--- src/hw/rtl/ffb_pkg.sv ---
// shared types, constants and codes for the command filter fifo
package ffb_pkg;

   localparam int QUEUE_DEPTH   = 16;
   localparam int COMMAND_BYTES = 7;

   localparam int KIND_W   = 2;
   localparam int BYTE_W   = 8;
   localparam int BYTES_W  = 64;
   localparam int FRONT_W  = 56;
   localparam int FILL_W   = 5;
   localparam int COUNT_W  = 32;
   localparam int STATUS_W = 3;
   localparam int CMD_W    = COMMAND_BYTES * BYTE_W;

   localparam logic [BYTE_W-1:0] TARGET_ID     = 8'h05;
   localparam logic [BYTE_W-1:0] MODE_PREFIX   = 8'hf8;
   localparam logic [BYTE_W-1:0] MODE_NORMAL   = 8'h01;
   localparam logic [BYTE_W-1:0] MODE_AUTO     = 8'h09;
   localparam logic [BYTE_W-1:0] MODE_RANGE    = 8'h0a;
   localparam logic [BYTE_W-1:0] MODE_NATIVE   = 8'h10;
   localparam logic [BYTE_W-1:0] MODE_EXTENDED = 8'h11;

   typedef enum logic [KIND_W-1:0] {
      KIND_ENQUEUE = 2'd0,
      KIND_POP     = 2'd1,
      KIND_CLEAR   = 2'd2
   } kind_type;

   typedef enum logic [STATUS_W-1:0] {
      ST_QUEUED   = 3'd0,
      ST_INVALID  = 3'd1,
      ST_BLOCKED  = 3'd2,
      ST_OVERFLOW = 3'd3,
      ST_DONE     = 3'd4,
      ST_EMPTY    = 3'd5
   } status_type;

   typedef struct packed {
      logic [KIND_W-1:0]  kind;
      logic [BYTE_W-1:0]  id_code;
      logic               data_present;
      logic [BYTE_W-1:0]  report_length;
      logic [BYTES_W-1:0] report_bytes;
   } req_type;

   typedef struct packed {
      status_type         status;
      logic               front_valid;
      logic [FRONT_W-1:0] front_command;
      logic [FILL_W-1:0]  fill_level;
      logic [FILL_W-1:0]  high_water_mark;
      logic [COUNT_W-1:0] received_total;
      logic [COUNT_W-1:0] invalid_total;
      logic [COUNT_W-1:0] blocked_total;
      logic [COUNT_W-1:0] overflow_total;
      logic [COUNT_W-1:0] sent_total;
   } rsp_type;

   typedef struct packed {
      status_type         status;
      logic [FRONT_W-1:0] command;
   } class_type;

   typedef struct packed {
      logic shift;
      logic load;
   } cell_ctrl_type;

endpackage

--- src/hw/rtl/ffb_command_filter_fifo.sv ---
// top level: command filter, shifting command queue and statistics counters
//
// One transaction per clock: start is taken whenever busy is low, and busy
// never rises, so a new transaction may follow in every cycle. Each
// transaction gives exactly one result, shown on rsp_payload with rsp_strobe
// high for a single cycle, set at the accepting edge; the receiver cannot
// stall and must take it then. The queue is a row of slots with the oldest
// command in slot zero: a pop moves every slot one place toward the front, a
// push loads the slot at the current fill level. Clear only resets the fill
// level; the counters and the high water mark are kept. Counters wrap.
module ffb_command_filter_fifo (
   input  logic             clock,
   input  logic             reset,
   input  logic             start,
   output logic             busy,
   input  ffb_pkg::req_type req_payload,
   output logic             rsp_strobe,
   output ffb_pkg::rsp_type rsp_payload
);
   import ffb_pkg::*;

   class_type          verdict;
   cell_ctrl_type      cell_ctrl [QUEUE_DEPTH];
   logic [FRONT_W-1:0] cell_data [QUEUE_DEPTH];
   logic [FRONT_W-1:0] cell_next [QUEUE_DEPTH];

   logic               accept;
   logic               push;
   logic               pop_shift;

   logic               rsp_strobe_ff, rsp_strobe_in;
   status_type         status_ff, status_in;
   logic [FILL_W-1:0]  occupancy_ff, occupancy_in;
   logic [FILL_W-1:0]  peak_ff, peak_in;
   logic [COUNT_W-1:0] received_ff, received_in;
   logic [COUNT_W-1:0] invalid_ff, invalid_in;
   logic [COUNT_W-1:0] blocked_ff, blocked_in;
   logic [COUNT_W-1:0] overflow_ff, overflow_in;
   logic [COUNT_W-1:0] sent_ff, sent_in;

   assign busy   = 1'b0;
   assign accept = start && !busy;

   ffb_classify u_classify (
      .req     (req_payload),
      .verdict (verdict)
   );

   genvar gi;
   generate
      for (gi = 0; gi < QUEUE_DEPTH; gi++) begin : g_cell
         if (gi == QUEUE_DEPTH - 1) begin : g_tail
            assign cell_next[gi] = '0;
         end else begin : g_link
            assign cell_next[gi] = cell_data[gi+1];
         end
         assign cell_ctrl[gi].shift = pop_shift;
         assign cell_ctrl[gi].load  = push && occupancy_ff == FILL_W'(gi);

         ffb_cell u_cell (
            .clock         (clock),
            .ctrl          (cell_ctrl[gi]),
            .load_data     (verdict.command),
            .neighbor_data (cell_next[gi]),
            .data          (cell_data[gi])
         );
      end
   endgenerate

   always_comb begin
      rsp_strobe_in = accept;
      status_in     = status_ff;
      occupancy_in  = occupancy_ff;
      peak_in       = peak_ff;
      received_in   = received_ff;
      invalid_in    = invalid_ff;
      blocked_in    = blocked_ff;
      overflow_in   = overflow_ff;
      sent_in       = sent_ff;
      push          = 1'b0;
      pop_shift     = 1'b0;

      if (accept) begin
         unique case (req_payload.kind)
            KIND_ENQUEUE: begin
               unique case (verdict.status)
                  ST_INVALID: begin
                     invalid_in = invalid_ff + 1'b1;
                     status_in  = ST_INVALID;
                  end
                  ST_BLOCKED: begin
                     blocked_in = blocked_ff + 1'b1;
                     status_in  = ST_BLOCKED;
                  end
                  default: begin
                     received_in = received_ff + 1'b1;
                     if (occupancy_ff >= FILL_W'(QUEUE_DEPTH)) begin
                        overflow_in = overflow_ff + 1'b1;
                        status_in   = ST_OVERFLOW;
                     end else begin
                        push         = 1'b1;
                        occupancy_in = occupancy_ff + 1'b1;
                        status_in    = ST_QUEUED;
                        if (occupancy_in > peak_ff) begin
                           peak_in = occupancy_in;
                        end
                     end
                  end
               endcase
            end
            KIND_POP: begin
               if (occupancy_ff == '0) begin
                  status_in = ST_EMPTY;
               end else begin
                  pop_shift    = 1'b1;
                  occupancy_in = occupancy_ff - 1'b1;
                  sent_in      = sent_ff + 1'b1;
                  status_in    = ST_DONE;
               end
            end
            KIND_CLEAR: begin
               occupancy_in = '0;
               status_in    = ST_DONE;
            end
            default: begin
               status_in = ST_EMPTY;
            end
         endcase
      end
   end

   always_ff @(posedge clock) begin
      if (reset) begin
         rsp_strobe_ff <= 1'b0;
         occupancy_ff  <= '0;
         peak_ff       <= '0;
         received_ff   <= '0;
         invalid_ff    <= '0;
         blocked_ff    <= '0;
         overflow_ff   <= '0;
         sent_ff       <= '0;
      end else begin
         rsp_strobe_ff <= rsp_strobe_in;
         occupancy_ff  <= occupancy_in;
         peak_ff       <= peak_in;
         received_ff   <= received_in;
         invalid_ff    <= invalid_in;
         blocked_ff    <= blocked_in;
         overflow_ff   <= overflow_in;
         sent_ff       <= sent_in;
      end
   end

   always_ff @(posedge clock) begin
      status_ff <= status_in;
   end

   assign rsp_strobe = rsp_strobe_ff;

   always_comb begin
      rsp_payload.status          = status_ff;
      rsp_payload.front_valid     = occupancy_ff != '0;
      rsp_payload.front_command   = (occupancy_ff != '0) ? cell_data[0] : '0;
      rsp_payload.fill_level      = occupancy_ff;
      rsp_payload.high_water_mark = peak_ff;
      rsp_payload.received_total  = received_ff;
      rsp_payload.invalid_total   = invalid_ff;
      rsp_payload.blocked_total   = blocked_ff;
      rsp_payload.overflow_total  = overflow_ff;
      rsp_payload.sent_total      = sent_ff;
   end

`ifndef SYNTH
   a_fill_bound: assert property (@(posedge clock) disable iff (reset)
      occupancy_ff <= FILL_W'(QUEUE_DEPTH))
      else $error("fill level beyond queue depth");

   a_peak_covers_fill: assert property (@(posedge clock) disable iff (reset)
      peak_ff >= occupancy_ff)
      else $error("high water mark below fill level");

   a_one_result: assert property (@(posedge clock) disable iff (reset)
      accept |=> rsp_strobe)
      else $error("accepted transaction gave no result");

   a_pop_counts: assert property (@(posedge clock) disable iff (reset)
      accept && req_payload.kind == KIND_POP && occupancy_ff != '0
      |=> sent_ff == $past(sent_ff) + 1'b1 && occupancy_ff == $past(occupancy_ff) - 1'b1)
      else $error("pop did not advance counters");

   a_overflow_full: assert property (@(posedge clock) disable iff (reset)
      rsp_strobe && rsp_payload.status == ST_OVERFLOW |-> occupancy_ff == FILL_W'(QUEUE_DEPTH))
      else $error("overflow reported with room in queue");
`endif

endmodule

--- src/hw/rtl/ffb_classify.sv ---
// report normalization, validity check and mode-change blocking
module ffb_classify (
   input  ffb_pkg::req_type   req,
   output ffb_pkg::class_type verdict
);
   import ffb_pkg::*;

   logic               strip_lead;
   logic [BYTE_W-1:0]  id_n;
   logic [BYTE_W-1:0]  len_n;
   logic [BYTES_W-1:0] bytes_n;
   logic [BYTE_W-1:0]  b0;
   logic [BYTE_W-1:0]  b1;
   logic               malformed;
   logic               mode_change;

   always_comb begin
      strip_lead = 1'b0;
      if (req.id_code == '0 && req.report_length != '0 &&
          req.report_bytes[BYTE_W-1:0] == TARGET_ID) begin
         strip_lead = 1'b1;
      end else if (req.id_code != TARGET_ID &&
                   req.report_length > BYTE_W'(COMMAND_BYTES)) begin
         strip_lead = 1'b1;
      end
      id_n    = strip_lead ? TARGET_ID : req.id_code;
      len_n   = strip_lead ? req.report_length - 1'b1 : req.report_length;
      bytes_n = strip_lead ? (req.report_bytes >> BYTE_W) : req.report_bytes;
      b0      = bytes_n[BYTE_W-1:0];
      b1      = bytes_n[2*BYTE_W-1:BYTE_W];

      malformed   = !req.data_present || id_n != TARGET_ID ||
                    len_n < BYTE_W'(COMMAND_BYTES);
      mode_change = b0 == MODE_PREFIX &&
                    (b1 inside {MODE_NORMAL, MODE_AUTO, MODE_RANGE,
                                MODE_NATIVE, MODE_EXTENDED});

      verdict.command = FRONT_W'(bytes_n[CMD_W-1:0]);
      if (malformed) begin
         verdict.status = ST_INVALID;
      end else if (mode_change) begin
         verdict.status = ST_BLOCKED;
      end else begin
         verdict.status = ST_QUEUED;
      end
   end

endmodule

--- src/hw/rtl/ffb_cell.sv ---
// one queue slot of the shifting command chain
module ffb_cell (
   input  logic                         clock,
   input  ffb_pkg::cell_ctrl_type       ctrl,
   input  logic [ffb_pkg::FRONT_W-1:0]  load_data,
   input  logic [ffb_pkg::FRONT_W-1:0]  neighbor_data,
   output logic [ffb_pkg::FRONT_W-1:0]  data
);
   import ffb_pkg::*;

   logic [FRONT_W-1:0] data_ff;
   logic [FRONT_W-1:0] data_in;

   always_comb begin
      data_in = data_ff;
      if (ctrl.load) begin
         data_in = load_data;
      end else if (ctrl.shift) begin
         data_in = neighbor_data;
      end
   end

   always_ff @(posedge clock) begin
      data_ff <= data_in;
   end

   assign data = data_ff;

endmodule

--- config.mk ---
export PLATFORM = sky130hd
export DESIGN_NAME = ffb_command_filter_fifo
export DESIGN_NICKNAME = d
export VERILOG_FILES = /design/src/hw/rtl/ffb_pkg.sv /design/src/hw/rtl/ffb_command_filter_fifo.sv /design/src/hw/rtl/ffb_classify.sv /design/src/hw/rtl/ffb_cell.sv
export SDC_FILE = /design/constraint.sdc
export NUM_CORES = 2
export LEC_CHECK = 0
export ABC_AREA = 1
export BUFFER_PORTS_ARGS = -buffer_cell sky130_fd_sc_hd__buf_2
export CORE_UTILIZATION = 25
export CTS_CLUSTER_SIZE = 25
export DETAILED_ROUTE_END_ITERATION = 7
export GPL_ROUTABILITY_DRIVEN = 0
export SYNTH_ARGS = -nofsm -noshare
export SYNTH_HDL_FRONTEND = slang
export SYNTH_SLANG_ARGS = --single-unit
--- constraint.sdc ---
create_clock -name clock -period 4.5 [get_ports clock]
set_input_delay 0.225 -clock clock [delete_from_list [all_inputs] [get_ports clock]]
set_output_delay 0.225 -clock clock [all_outputs]
set_load 0.05 [all_outputs]
==> results.md <==
* Status: completed
* DR vias/cell at between 4 and 5
* Post-synth EDFFs at between 800 and 900
* Synth Register Bits at 1070
* Post-route DRC violation count at 0
* Clk root buf: clkbuf_16
* CP most frequent cell: nand2_1
* Total gr overflow at 0
* Reg2Reg Capture Point: sent_ff[30]
* Top cell type's share of synthesized area at 0.558
* Max_slew headroom at 0.129
* Arrival @ worst endpoint at around 3800 ps
* Filler Cell Count at 19886
* Synth area leader: edfxtp_1
* Initial antenna violation count at 14
* Cell chain of the critical path: buf_2 > inv_2 > nand2_1 > nor2_1 > nand2_1 > nand2_2 > nand2_4 > nand2_1 > o21ai_1 > buf_4 > inv_2 > nand2_1 > nand2_1 > nand3_2 > nand4_2 > inv_4 > buf_12 > nand2_2 > buf_4 > a21oi_1
* Port Buffers at approximately 320
* TritonRoute pass-1 iters at 6
* Worst hold path depth at 3
* CTS H-tree lvls at 3
* Slew at the pin closest to its max-slew limit at between 1000 and 1500 ps
* Final WL at roughly 140000 um
* Setup total negative slack at 0 ps
* Num CTS Buffers at approximately 120
* Most frequent cells in the layout: nand2_1, edfxtp_1, o21ai_1
* Fin crit period at approximately 3400 ps
* First-pass GRT wire length at between 200000 and 250000 um
* Max Fclk at 298 MHz
* Clock sinks at approximately 1100
* Worst-Skew Late Latency at about 760 ps
* Part of the Yosys area used for sequential elements at 0.629
* DP Cell Count at slightly below 8000
* Critical path peak fanout at 56
* Crit start category: input port
* FP Rows at around 160
* Clock buffer depth at 3
* Fin Clk Skew at roughly 48 ps
* Layout Nets at around 5400
* Unrepaired setup endpoints after global routing: no
* Slowest stage delay, CP at roughly 610 ps
* Initial Utilization at 0.251
* Chip width at about 440 um
* Warning count from the yosys run at 0
* Setup Buffers After CTS at 0
* Worst r2r path cells at 17
* Main area contributors after synthesis: edfxtp_1, nand2_1, dfxtp_1, o21ai_1, nor2_1
* Mapped Nets at 5190
* Pleak at approximately 23 nW
* Tcrit/Tclk final at 0.745
* Top delay family on crit path: simple AND/OR/NAND/NOR gates
* Worst setup path class: in -> reg
* Share of layout cells above drive strength 1 at 0.126
* R2r setup slk at between 1000 and 1500 ps
* Clk slew on worst S/H paths at approximately 60 ps
* Synth Instances at roughly 5000
* Max_cap viols at 0
* Final worst slack at approximately 1100 ps
* DP HPWL at ~95000 um
* Util after Layout at 0.297
* Via Count at ~37000
* Hold Path End: g_cell[15].u_cell.data[2]
* Largest net degree at the start of global routing at between 100 and 150
* Worst hold path type: in -> reg
* Clock tree from TritonCTS: done
* Hold Crit Start: req_payload[10]
* Ys async rst share at 0
* Dpl ws at 346 ps
* Pwr per Cell Area at 381 mW/mm2
* VDD IR max at between 0.0003 and 0.0004 V
* DRT iter0 DRCs at around 3100
* Vias in the first global route at between 30000 and 40000
* Die height at 442 um
* CP Buf/Inv Count at 7
* Top Ports at about 320
* Post-Syn Area per Cell at ~9.5 um2
* ANT nets after route at 0
* Area added between synthesis and finish at 18.1%
* Synth cell types at 47
* Final Max Tran Viols at 0
* Diode count at 0
* FF-to-FF Start: occupancy_ff[0]
* Primary FF master, synth: edfxtp_1
* Routed wire length per instance at around 18 um
* Tot GR Track Use at 0.140
* Finish-stage setup viols at 0
* CP required at ~4900 ps
* Core area at between 0.15 and 0.2 mm2
* Crit-path slowest cell: buf_4
* FF+latch area at just over 0.03 mm2
* Fin. Hold Viols at 0
* Die area at about 0.20 mm2
* Mapped Area at 0.0483 mm2
* Multi-input gate area at around 0.015 mm2
* Most common cell after layout, fill and taps aside: nand2_1
* Final non-filler cell total at just under 8000
* Critical Path End Type: flop
per-stage QoR:
stage,hold WS [ps],power [mW],cell area (um2)
2_1_floorplan,332,12.0,48300
5_1_grt,18.6,22.5,57100
3_3_place_gp,451,12.6,53300
6_report,52.5,21.8,57100
3_5_place_dp,455,12.6,53300
4_1_cts,4.18,22.0,57100
synth_stat cells (2+ instances only):
cell      instances
buf_1             8
nor2_1          330
o21bai_1          3
dfxtp_1         171
inv_2            10
nor3b_1           6
nor3_1           87
a21oi_1         132
nor2_2            3
nor4_1           28
xnor2_1          30
buf_2           177
nand3_1         200
and3_1            3
buf_4            11
o21ai_1         617
ha_1             21
nand3b_1          8
nor3_2            3
buf_6             2
o21a_1            2
o21ai_0         157
a31oi_1           4
nand2_1        1565
edfxtp_1        899
o22ai_1           3
or2_2             2
inv_1           324
nand4_1          68
xor2_1           59
nand2_2           4
clkbuf_1        130
nand3_2           2
worst reg2reg max path, stage by stage (launching register included):
cell and delay [ps]:
dfxtp_1 500, inv_1 150, ha_1 220, buf_4 170
nand2_1 120, nor2_4 80, nor2_2 340, nand3_1 270
nor3_2 330, nand2_1 130, nor2_1 150, nand2_1 140
nor3_2 220, nand2_1 80, nor2_1 170, nand2_1 80
nand2_1 60, nor2_1 50
power breakdown:
group	total (mW)	internal, mW	switching, mW
logic	1.43	0.327	1.10
clock network	9.38	5.34	4.03
registers	10.9	10.9	0.0549
total	21.8	16.6	5.19
cell type report:
cell class                      instances  share of cell area
Clock buffer                          146              0.0539
Clock inverter                         68              0.0112
Inverter                              335              0.0221
Multi-Input combinational cell       3349               0.270
Sequential cell                      1070               0.533
Tap cell                             2526              0.0554
Timing Repair Buffer                  465              0.0545
how the worst max path moves through the flow:
| stage | depth (start not counted) | to | slack, ps | start |
|---|---|---|---|---|
| finish | 20 | g_cell[15].u_cell.data[13] | 1150 | req_payload[68] |
| global route | 8 | rsp_payload[220] | 820 | occupancy_ff[0] |
| CTS | 8 | rsp_payload[220] | 900 | occupancy_ff[0] |
| detailed placement | 20 | g_cell[15].u_cell.data[10] | 350 | req_payload[68] |
| global placement | 20 | g_cell[15].u_cell.data[10] | 320 | req_payload[78] |
| floorplan | 10 | g_cell[0].u_cell.data[0] | 620 | occupancy_ff[0] |
registers in the layout, indices dropped and copies added, names as in the netlist:
register	cells
blocked_ff	32
g_cell.u_cell.data	896
invalid_ff	32
occupancy_ff	5
overflow_ff	32
peak_ff	5
received_ff	32
rsp_strobe	1
sent_ff	32
status_ff	3
cells by family after synthesis:
group | share of synthesized area
AND/OR/NAND/NOR | 0.195
other | 0.0000776
XOR/XNOR | 0.0161
buffers and inverters | 0.0573
adder cells (fa/ha/maj) | 0.00544
AO/OA/AOI/OAI | 0.0969
flip-flops | 0.629
repair_timing:
item / CTS / global route
resized for setup: 0 / 0
hold buffers: 9 / 0
endpoints found under the hold margin: 32 / 0
routing by layer:
| layer | wire length, um | vias to the layer above | part of all wire | track usage |
|---|---|---|---|---|
| met4 | 3450 | 2 | 0.025 | 0.0361 |
| met1 | 59800 | 17708 | 0.43 | 0.184 |
| met2 | 66700 | 1235 | 0.48 | 0.235 |
| met5 | 7 | - | 0.000050 | 0 |
| met3 | 9880 | 234 | 0.071 | 0.0281 |
| li1 | - | 17747 | - | - |
Power figures use the tool's default switching activity.
